[src/sv/iss_pkg.sv]
`timescale 1ns / 1ps
// iss_pkg: shared constants, opcodes, state type and control structs
// for the indexed sequence store; no dependencies

package iss_pkg;

    // capacity must fit the 9-bit count field of the result beat
    localparam int CAPACITY = 256;
    localparam int ADDR_W   = $clog2(CAPACITY);
    localparam int CNT_W    = 9;
    localparam int OP_W     = 3;
    localparam int POS_W    = 9;
    localparam int VAL_W    = 16;

    typedef enum logic [OP_W-1:0] {
        OP_READ   = 3'd0,
        OP_INSERT = 3'd1,
        OP_REMOVE = 3'd2,
        OP_FRONT  = 3'd3,
        OP_BACK   = 3'd4
    } op_t;

    typedef enum logic [2:0] {
        ST_IDLE,
        ST_DISPATCH,
        ST_FETCH,
        ST_SHIFT,
        ST_FLUSH,
        ST_PLACE,
        ST_RESPOND
    } state_t;

    // commands from controller to datapath
    typedef struct packed {
        logic accept;
        logic fetch;
        logic capture;
        logic load_src;
        logic shift;
        logic place;
        logic respond;
    } cmd_t;

    // status from datapath to controller
    typedef struct packed {
        logic req_ok;
        logic need_fetch;
        logic need_shift;
        logic shift_last;
        logic is_insert;
        logic out_free;
    } sts_t;

endpackage

[src/sv/iss_ctrl.sv]
`timescale 1ns / 1ps
// iss_ctrl: sequencer for one request at a time
// depends on iss_pkg

module iss_ctrl
    import iss_pkg::*;
(
    input  logic   clk,
    input  logic   rst_n,
    input  logic   req_valid,
    input  sts_t   sts,
    output logic   req_ready,
    output cmd_t   cmd
);

    state_t state_reg;
    state_t state_next;

    always_ff @(posedge clk or negedge rst_n)
    begin
        if (!rst_n)
        begin
            state_reg <= ST_IDLE;
        end
        else
        begin
            state_reg <= state_next;
        end
    end

    always_comb
    begin
        state_next = state_reg;
        unique case (state_reg)
            ST_IDLE:
            begin
                if (req_valid)
                begin
                    state_next = ST_DISPATCH;
                end
            end
            ST_DISPATCH:
            begin
                priority if (!sts.req_ok)
                begin
                    state_next = ST_RESPOND;
                end
                else if (sts.need_fetch)
                begin
                    state_next = ST_FETCH;
                end
                else if (sts.need_shift)
                begin
                    state_next = ST_SHIFT;
                end
                else if (sts.is_insert)
                begin
                    state_next = ST_PLACE;
                end
                else
                begin
                    state_next = ST_RESPOND;
                end
            end
            ST_FETCH:
            begin
                state_next = sts.need_shift ? ST_SHIFT : ST_RESPOND;
            end
            ST_SHIFT:
            begin
                if (sts.shift_last)
                begin
                    state_next = ST_FLUSH;
                end
            end
            ST_FLUSH:
            begin
                state_next = sts.is_insert ? ST_PLACE : ST_RESPOND;
            end
            ST_PLACE:
            begin
                state_next = ST_RESPOND;
            end
            ST_RESPOND:
            begin
                if (sts.out_free)
                begin
                    state_next = ST_IDLE;
                end
            end
            default:
            begin
                state_next = ST_IDLE;
            end
        endcase
    end

    always_comb
    begin
        cmd       = '0;
        req_ready = 1'b0;
        unique case (state_reg)
            ST_IDLE:
            begin
                req_ready  = 1'b1;
                cmd.accept = req_valid;
            end
            ST_DISPATCH:
            begin
                cmd.fetch    = sts.req_ok && sts.need_fetch;
                cmd.load_src = sts.req_ok && !sts.need_fetch && sts.need_shift;
            end
            ST_FETCH:
            begin
                cmd.capture  = 1'b1;
                cmd.load_src = sts.need_shift;
            end
            ST_SHIFT:
            begin
                cmd.shift = 1'b1;
            end
            ST_FLUSH:
            begin
                cmd = '0;
            end
            ST_PLACE:
            begin
                cmd.place = 1'b1;
            end
            ST_RESPOND:
            begin
                cmd.respond = sts.out_free;
            end
            default:
            begin
                cmd = '0;
            end
        endcase
    end

    a_respond_to_idle: assert property (@(posedge clk) disable iff (!rst_n)
        (state_reg == ST_RESPOND && sts.out_free) |=> (state_reg == ST_IDLE))
        else $error("respond did not return to idle");

    a_shift_continues: assert property (@(posedge clk) disable iff (!rst_n)
        (state_reg == ST_SHIFT && !sts.shift_last) |=> (state_reg == ST_SHIFT))
        else $error("shift run ended early");

endmodule

[config.mk]
export PLATFORM = sky130hd
export DESIGN_NAME = iss_ctrl
export DESIGN_NICKNAME = d
export VERILOG_FILES = /design/src/sv/iss_pkg.sv /design/src/sv/iss_ctrl.sv
export SDC_FILE = /design/constraint.sdc
export NUM_CORES = 1
export LEC_CHECK = 0
export ABC_AREA = 1
export BUFFER_PORTS_ARGS = -buffer_cell sky130_fd_sc_hd__clkbuf_2
export CAP_MARGIN = 20
export CORE_AREA = 4 4 41 43
export DETAILED_ROUTE_END_ITERATION = 12
export DIE_AREA = 0 0 45 47
export PLACE_DENSITY = 0.59
export SYNTH_ARGS = -nofsm -noshare
export SYNTH_HDL_FRONTEND = slang
export SYNTH_SLANG_ARGS = --single-unit
[constraint.sdc]
create_clock -name clk -period 2.25 [get_ports clk]
set_clock_uncertainty 0.1 [all_clocks]
set_input_delay 0.225 -clock clk [delete_from_list [all_inputs] [get_ports clk]]
set_output_delay 0.225 -clock clk [all_outputs]
set_load 0.01 [all_outputs]
== Yosys cells after proc, flatten, opt, wreduce, memory -nomap -nowiden ==
Index checks and enable logic that the tools add are counted.

* Output and inout bits: 8
* Input port bits: 9
* Bits in registers: 3
* Word-level logic and storage cells: 33

* Eq/ne operators: 9
* Multiplexer cells: 17
* Reductions and logical operators: 6

{| class="wikitable"
|+ Operator list
! cell !! number
|-
| 3-bit 2-to-1 mux || 7
|-
| 3-bit one-hot mux with 7 select lines || 1
|-
| 3-bit == test, second input constant || 3
|-
| 1-bit 2-to-1 mux || 7
|-
| 3-bit by 2-bit == test with 1-bit output, second input constant || 2
|-
| 2-bit inequality test, second input constant || 3
|-
| 3-bit by 1-bit == test with 1-bit output, second input constant || 1
|-
| 1-bit logical AND || 3
|-
| 3-bit zero test || 1
|-
| 3-bit AND reduction || 1
|-
| 2-bit 2-to-1 mux || 1
|-
| 1-bit one-hot mux with 2 select lines || 1
|-
| 1-bit zero test || 1
|}

== Depth between registers and ports, before layout ==
Gate-level depths: netlist (run 1).

* Word-level depth: 5
* Gate-level depth with buffers: 8
* Depth with buffers taken out: 8

== Worst setup path before layout (run 1) ==
Ideal clock, no wire load.

* Kind: register -> output
* From: register state_reg[2]
* To: output port cmd[0] (netlist name)
* Setup slack: 999 ps
* Cell stages (with the launch flop): 3
* Path buffers: 0
* Arrival: 926 ps
* Required time: 1,925 ps
* Cell sequence: dfrtp_1 > inv_2 > nor4_1

{| class="wikitable"
|+ RTL lines
! element !! line !! source
|-
| start, declared || iss_ctrl.sv:16 || <nowiki>state_t state_reg;</nowiki>
|-
| start signal, assigned || iss_ctrl.sv:27 || <nowiki>state_reg <= state_next;</nowiki>
|-
| end, declared || iss_ctrl.sv:13 || <nowiki>output cmd_t cmd</nowiki>
|}

==> impl_metrics.json, run 1 <==
{
  "htreeDepth": 1,
  "area_growth_pct": 41.9,
  "setup_viol": 0,
  "grt.total_usage": 0.0840,
  "dp.cells": 88,
  "min_period_ns": 1.61,
  "drtIter0Drc": 3,
  "clk_path_buf_depth": 2,
  "relSlewSlack": 0.844,
  "fin_ws_ns": 0.641,
  "gr-total-overflow": 0,
  "cts_tree": "yes",
  "hold-worst-slack_ns": 0.148,
  "clkTransAtPathRegs_ns": 0.04,
  "insertion_delay_ns": 0.23,
  "fmax_mhz": 622,
  "coreArea_mm2": 0.00130,
  "criticalPathCategory": "reg -> out",
  "clkSinkCount": 3,
  "tightest_slew_ns": 0.232,
  "cts_inserted_buffers": 3,
  "peakVddDrop_mv": 0.556,
  "final_cells": 93,
  "synth_cell_type_count": 15,
  "drv_slew": 0,
  "ant_nets": 0,
  "end_kind": "output port",
  "drc": 0,
  "final_cell_mix": "nand2_1, clkbuf_2, inv_1, nor2_1, inv_2",
  "powerDensity_mw_per_mm2": 1200,
  "postSynthCellCount": 57,
  "gp_congestion": 0.720,
  "portBuffers": 16,
  "avgRoutedWirePerCell_um": 8.48,
  "vias": 411,
  "firstDrtPassIters": 4,
  "dp_hpwl_um": 682,
  "synthesis.area_um2": 323,
  "wl_um": 789,
  "fill_cells": 161,
  "cpMostUsedCell": "nor2_2",
  "viasPerCell": 4.42,
  "dpl_worst_slack_ns": 0.883,
  "layout-drive-gt1-share": 0.397,
  "critPathMaxFanout": 6,
  "worstPathRequired_ns": 1.92,
  "cap_viol_max_count": 0,
  "die_w_um": 45,
  "run_status": "complete, no violations",
  "rsz0062_at_grt": "no",
  "seq_area_frac_synth": 0.233,
  "layout_commonest_cell": "nand2_1",
  "diodes": 0,
  "grt_pass1_vias": 350,
  "grt_first_pass_wirelength_mm": 1.32,
  "pin_count": 17,
  "postSynthAreaPerCell_um2": 5.66,
  "cts_root_buf": "clkbuf_4",
  "cts_resized": 0,
  "post_cts_buffers": 0,
  "max_stage_delay_ns": 0.43,
  "die_h_um": 47,
  "critPathSlowestCell": "dfrtp_1",
  "fin_crit_sh": 0.715,
  "initial_core_util": 0.248,
  "ys_ff_latch": 3,
  "grt_max_degree": 7,
  "final_net_count": 88,
  "crit_chain": "inv_2 -> nor2_2 -> nand2_2 -> nor2_2 -> nor2_1 -> inv_1 -> clkbuf_2",
  "arrival_ns": 1.28,
  "final_util": 0.352,
  "fin_setup_tns_ns": 0,
  "cpLargestDelayFamily": "flip-flops",
  "syn-num-nets": 66,
  "largest_reg_flops": 3,
  "fp-row-count": 13,
  "cts_hold_buf": 1,
  "startpoint_type": "flip-flop",
  "ys_warn_count": 0,
  "antenna_found_initial": 0,
  "leakage_nw": 0.283,
  "hold_path.class": "in -> reg",
  "hold_viol": 0,
  "crit_buf_inv": 3,
  "die_area_mm2": 0.00212
}
==> Yosys cell counts <==
| cell type | instances | share of area |
|---|---|---|
| nand3_1 | 3 | 0.046 |
| dfrtp_1 | 3 | 0.23 |
| nor2_1 | 7 | 0.081 |
| or2_1 | 1 | 0.019 |
| nand2_2 | 1 | 0.019 |
| nand2_1 | 18 | 0.21 |
| o211ai_1 | 2 | 0.046 |
| nand4_1 | 1 | 0.019 |
| a21oi_2 | 1 | 0.027 |
| inv_1 | 7 | 0.081 |
| nor4_1 | 1 | 0.019 |
| nand3_2 | 1 | 0.031 |
| inv_2 | 5 | 0.058 |
| o21ai_0 | 2 | 0.031 |
| nor2_2 | 4 | 0.078 |
==> tightest hold or removal path: stages <==
cell and delay, ns:
clkbuf_2 0.07, inv_1 0.03, nand2_1 0.07, nand2_1 0.05
==> power by group <==
part,switching [mW],internal (mW),leakage [nW]
logic,0.205,0.126,0.231
clock network,0.0280,0.0665,0.0150
registers,0.0439,0.0821,0.0371
==> metal layers <==
| layer | part of all wire | track usage | vias to the layer above |
|---|---|---|---|
| met2 | 0.48 | 0.136 | 17 |
| met4 | 0 | 0.0526 | 0 |
| met1 | 0.42 | 0.103 | 175 |
| li1 | - | - | 219 |
| met5 | 0 | 0 | - |
| met3 | 0.10 | 0.0153 | 0 |
==> stage by stage <==
step,instance area [um2],total power [mW]
2_1_floorplan,323,0.362
3_3_place_gp,422,0.461
3_5_place_dp,422,0.460
4_1_cts,458,0.560
5_1_grt,458,0.612
6_report,458,0.552
==> kinds of logic after synthesis <==
kind of cell | count (synthesis) | share of synthesized area
AND/OR/NAND/NOR | 37 | 0.523
buffers and inverters | 12 | 0.140
AO/OA/AOI/OAI | 5 | 0.105
flip-flops | 3 | 0.233
==> path summary, 6_finish.rpt <==
path                                    from           end  slack [ns]  cells past startpoint
worst max-delay path            state_reg[1]        cmd[3]        0.64                      7
worst max register to register  state_reg[1]  state_reg[1]        0.99                      6
min in group asynchronous              rst_n  state_reg[0]        0.21                      2
worst min register to register  state_reg[1]  state_reg[2]        0.58                      2
worst min-delay path                  sts[2]  state_reg[0]        0.15                      4
max in group asynchronous              rst_n  state_reg[1]        1.73                      2
==> layout make-up <==
| cell class | instances | area, um2 | share of cell area |
|---|---|---|---|
| Tap cell | 15 | 18.8 | 0.0410 |
| Inverter | 12 | 45.0 | 0.0984 |
| Sequential cell | 3 | 75.1 | 0.164 |
| Timing Repair Buffer | 17 | 90.1 | 0.197 |
| Multi-Input combinational cell | 42 | 203 | 0.443 |
| Clock buffer | 4 | 26.3 | 0.0574 |
Note: power is estimated with default switching activity, not from simulation.
==> inputs of run 2 (changes only) <==
ABC_AREA = 0   (was 1)
PLACE_DENSITY = 0.6   (was 0.59)
clock period = 1.43 ns   (was 2.25 ns; I/O delays follow)
==> run 2 against run 1 <==
- flip-flop and latch count unchanged
- synthesized area decreased by 2.7%
- cell area increased by 14%
- global-route usage increased by 1.3 points
- final cell count decreased by 13%
- critical path depth decreased by 4
- via count decreased by 7.5%
- sequential share of layout area decreased by 1.3 points
- worst setup slack got worse by 0.63 ns
- sequential power increased by 80%
- critical path type unchanged
==> impl_metrics.json, run 2 <==
{
  "die_h_um": 47,
  "placed_cell_area_um2": 400,
  "largest_reg_flops": 3,
  "hold_path.class": "in -> reg",
  "final_cell_mix": "clkbuf_2, buf_4, o21ai_0",
  "hold_viol": 0,
  "htreeDepth": 1,
  "clkSinkCount": 3,
  "cap_viol_max_count": 0,
  "fmax_mhz": 705,
  "peakVddDrop_mv": 0.893,
  "insertion_delay_ns": 0.24,
  "clk_path_buf_depth": 2,
  "synth_top_family_by_area": "simple AND/OR/NAND/NOR gates",
  "cts_tree": "yes",
  "arrival_ns": 1.18,
  "final_util": 0.402,
  "fin_setup_tns_ns": 0,
  "criticalPathCategory": "reg -> out",
  "viasPerCell": 4.69,
  "ys.flop_type": "dfrtp_1",
  "hold_depth": 3,
  "die_area_mm2": 0.00212,
  "startpoint_type": "flip-flop",
  "crit_chain": "nand2b_4 -> a21oi_2 -> buf_2",
  "dpl_worst_slack_ns": 0.111,
  "fin_crit_sh": 0.992,
  "critPathMaxFanout": 6,
  "end_kind": "output port",
  "cts_inserted_buffers": 3,
  "vias": 380,
  "leakage_nw": 0.250,
  "final_cells": 81,
  "cts_root_buf": "clkbuf_4",
  "pin_count": 17,
  "relSlewSlack": 0.865,
  "synthTopCellsByArea": "dfrtp_1, nand4bb_4, nand2b_1",
  "final_net_count": 76,
  "fp-row-count": 13,
  "dp.cells": 70,
  "ys_ff_latch": 3,
  "synth_edf_count": 0,
  "grt_pass1_vias": 334,
  "area_growth_pct": 66.5,
  "crit_buf_inv": 1,
  "initial_core_util": 0.241,
  "die_w_um": 45,
  "firstDrtPassIters": 3,
  "gr-total-overflow": 0,
  "diodes": 0,
  "avgRoutedWirePerCell_um": 11.4,
  "ant_nets": 0,
  "dp_hpwl_um": 662,
  "synthArstFlopShare": 1.00,
  "r2r_cells": 4,
  "yosys-top-cells-count": "o21ai_0, nand2b_1",
  "drtIter0Drc": 2,
  "grt_max_degree": 14,
  "layout-drive-gt1-share": 0.545,
  "rsz0062_at_grt": "yes",
  "layout_commonest_cell": "clkbuf_2",
  "seq_area_frac_synth": 0.239,
  "fin_ws_ns": 0.0110,
  "synth_top_area_cell": "dfrtp_1",
  "cp.depth": 3,
  "postSynthCellCount": 40,
  "drv_slew": 0,
  "max_stage_delay_ns": 0.46,
  "coreArea_mm2": 0.00130,
  "critPathSlowestCell": "dfrtp_2",
  "final_cell_area_um2": 523,
  "grt.total_usage": 0.0972,
  "synthesis.area_um2": 314,
  "antenna_found_initial": 0,
  "run_status": "complete, no violations",
  "synth.most_common_cell": "o21ai_0",
  "syn-num-nets": 49,
  "gp_congestion": 0.745,
  "synth_compound_area_frac": 0.247,
  "muxShareOfSynthArea": 0,
  "postSynthAreaPerCell_um2": 7.85,
  "cpLargestDelayFamily": "flip-flops",
  "drc": 0,
  "grt_first_pass_wirelength_mm": 1.39,
  "setup_viol": 0,
  "synthXorXnorAreaFrac": 0,
  "tightest_slew_ns": 0.200,
  "synth_cell_type_count": 21,
  "worstPathRequired_ns": 1.19,
  "wl_um": 925,
  "min_period_ns": 1.42,
  "portBuffers": 16,
  "clkTransAtPathRegs_ns": 0.04,
  "synth_fa_ha_area_frac": 0,
  "powerDensity_mw_per_mm2": 1920,
  "synthSimpleGateAreaFrac": 0.402,
  "synth_top_area_frac": 0.239,
  "ys_warn_count": 0
}
run 2: cell count changes after synthesis, moves of 3 or more:
| cell | previous run | this run |
|---|---|---|
| nor2_1 | 7 | 3 |
| inv_2 | 5 | 0 |
| a21oi_1 | 0 | 3 |
| nor2_2 | 4 | 0 |
| o21ai_0 | 2 | 5 |
| nand2b_1 | 0 | 4 |
| nand2_1 | 18 | 3 |
| inv_1 | 7 | 2 |
run 2: layout make-up:
| class | instances | area (um2) |
|---|---|---|
| Sequential cell | 3 | 78.8 |
| Timing Repair Buffer | 25 | 158 |
| Inverter | 2 | 7.51 |
| Tap cell | 15 | 18.8 |
| Fill cell | 140 | 778 |
| Clock buffer | 4 | 26.3 |
| Multi-Input combinational cell | 32 | 234 |
run 2: timing repair:
action | CTS | global route
setup buffers | 4 | 2
pin swaps | 1 | 2
setup endpoints to repair | 7 | 6
endpoints found under the hold margin | 3 | 0
gates resized for setup | 8 | 7
hold buffers | 1 | 0
run 2: path summary, 6_finish.rpt:
path / from / end / slack, ns
hold reg to reg: state_reg[1] / state_reg[2] / 0.59
max in group asynchronous: rst_n / state_reg[0] / 0.98
hold / removal: sts[2] / state_reg[0] / 0.11
setup reg to reg: state_reg[0] / state_reg[2] / 0.11
min in group asynchronous: rst_n / state_reg[2] / 0.13
setup / recovery: state_reg[0] / cmd[3] / 0.01
run 2: cells by family after synthesis:
| logic type | after synthesis |
|---|---|
| and+or+nand+nor | 19 |
| buffers and inverters | 5 |
| AOI/OAI and AO/OA | 13 |
| DFF | 3 |
run 2: power by group:
group / total (mW) / switching [mW] / internal (mW)
registers: 0.227 / 0.0917 / 0.135
logic: 0.624 / 0.289 / 0.335
clock network: 0.153 / 0.0485 / 0.105
total: 1.00 / 0.430 / 0.575
run 2: worst reg2reg max path, cell delays in order, from the launching register on:
cell	delay, ns
dfrtp_2	0.46
buf_4	0.16
nand2b_1	0.14
a221oi_2	0.28
a21oi_1	0.07
run 2: metrics by stage:
stage	power [mW]	hold WS (ns)
6_report	1.00	0.112
2_1_floorplan	0.533	-0.253
5_1_grt	1.10	0.137
4_1_cts	0.937	0.111
3_5_place_dp	0.645	-0.157
3_3_place_gp	0.635	-0.158
run 2: routing by layer:
metal  track usage  vias to the layer above  wire (um)  share of wire
met5             0                        -          0              0
met4        0.0526                        0          4         0.0043
met1         0.109                      170        429           0.46
met3        0.0460                        2         54          0.058
li1              -                      196          -              -
met2         0.153                       12        436           0.47
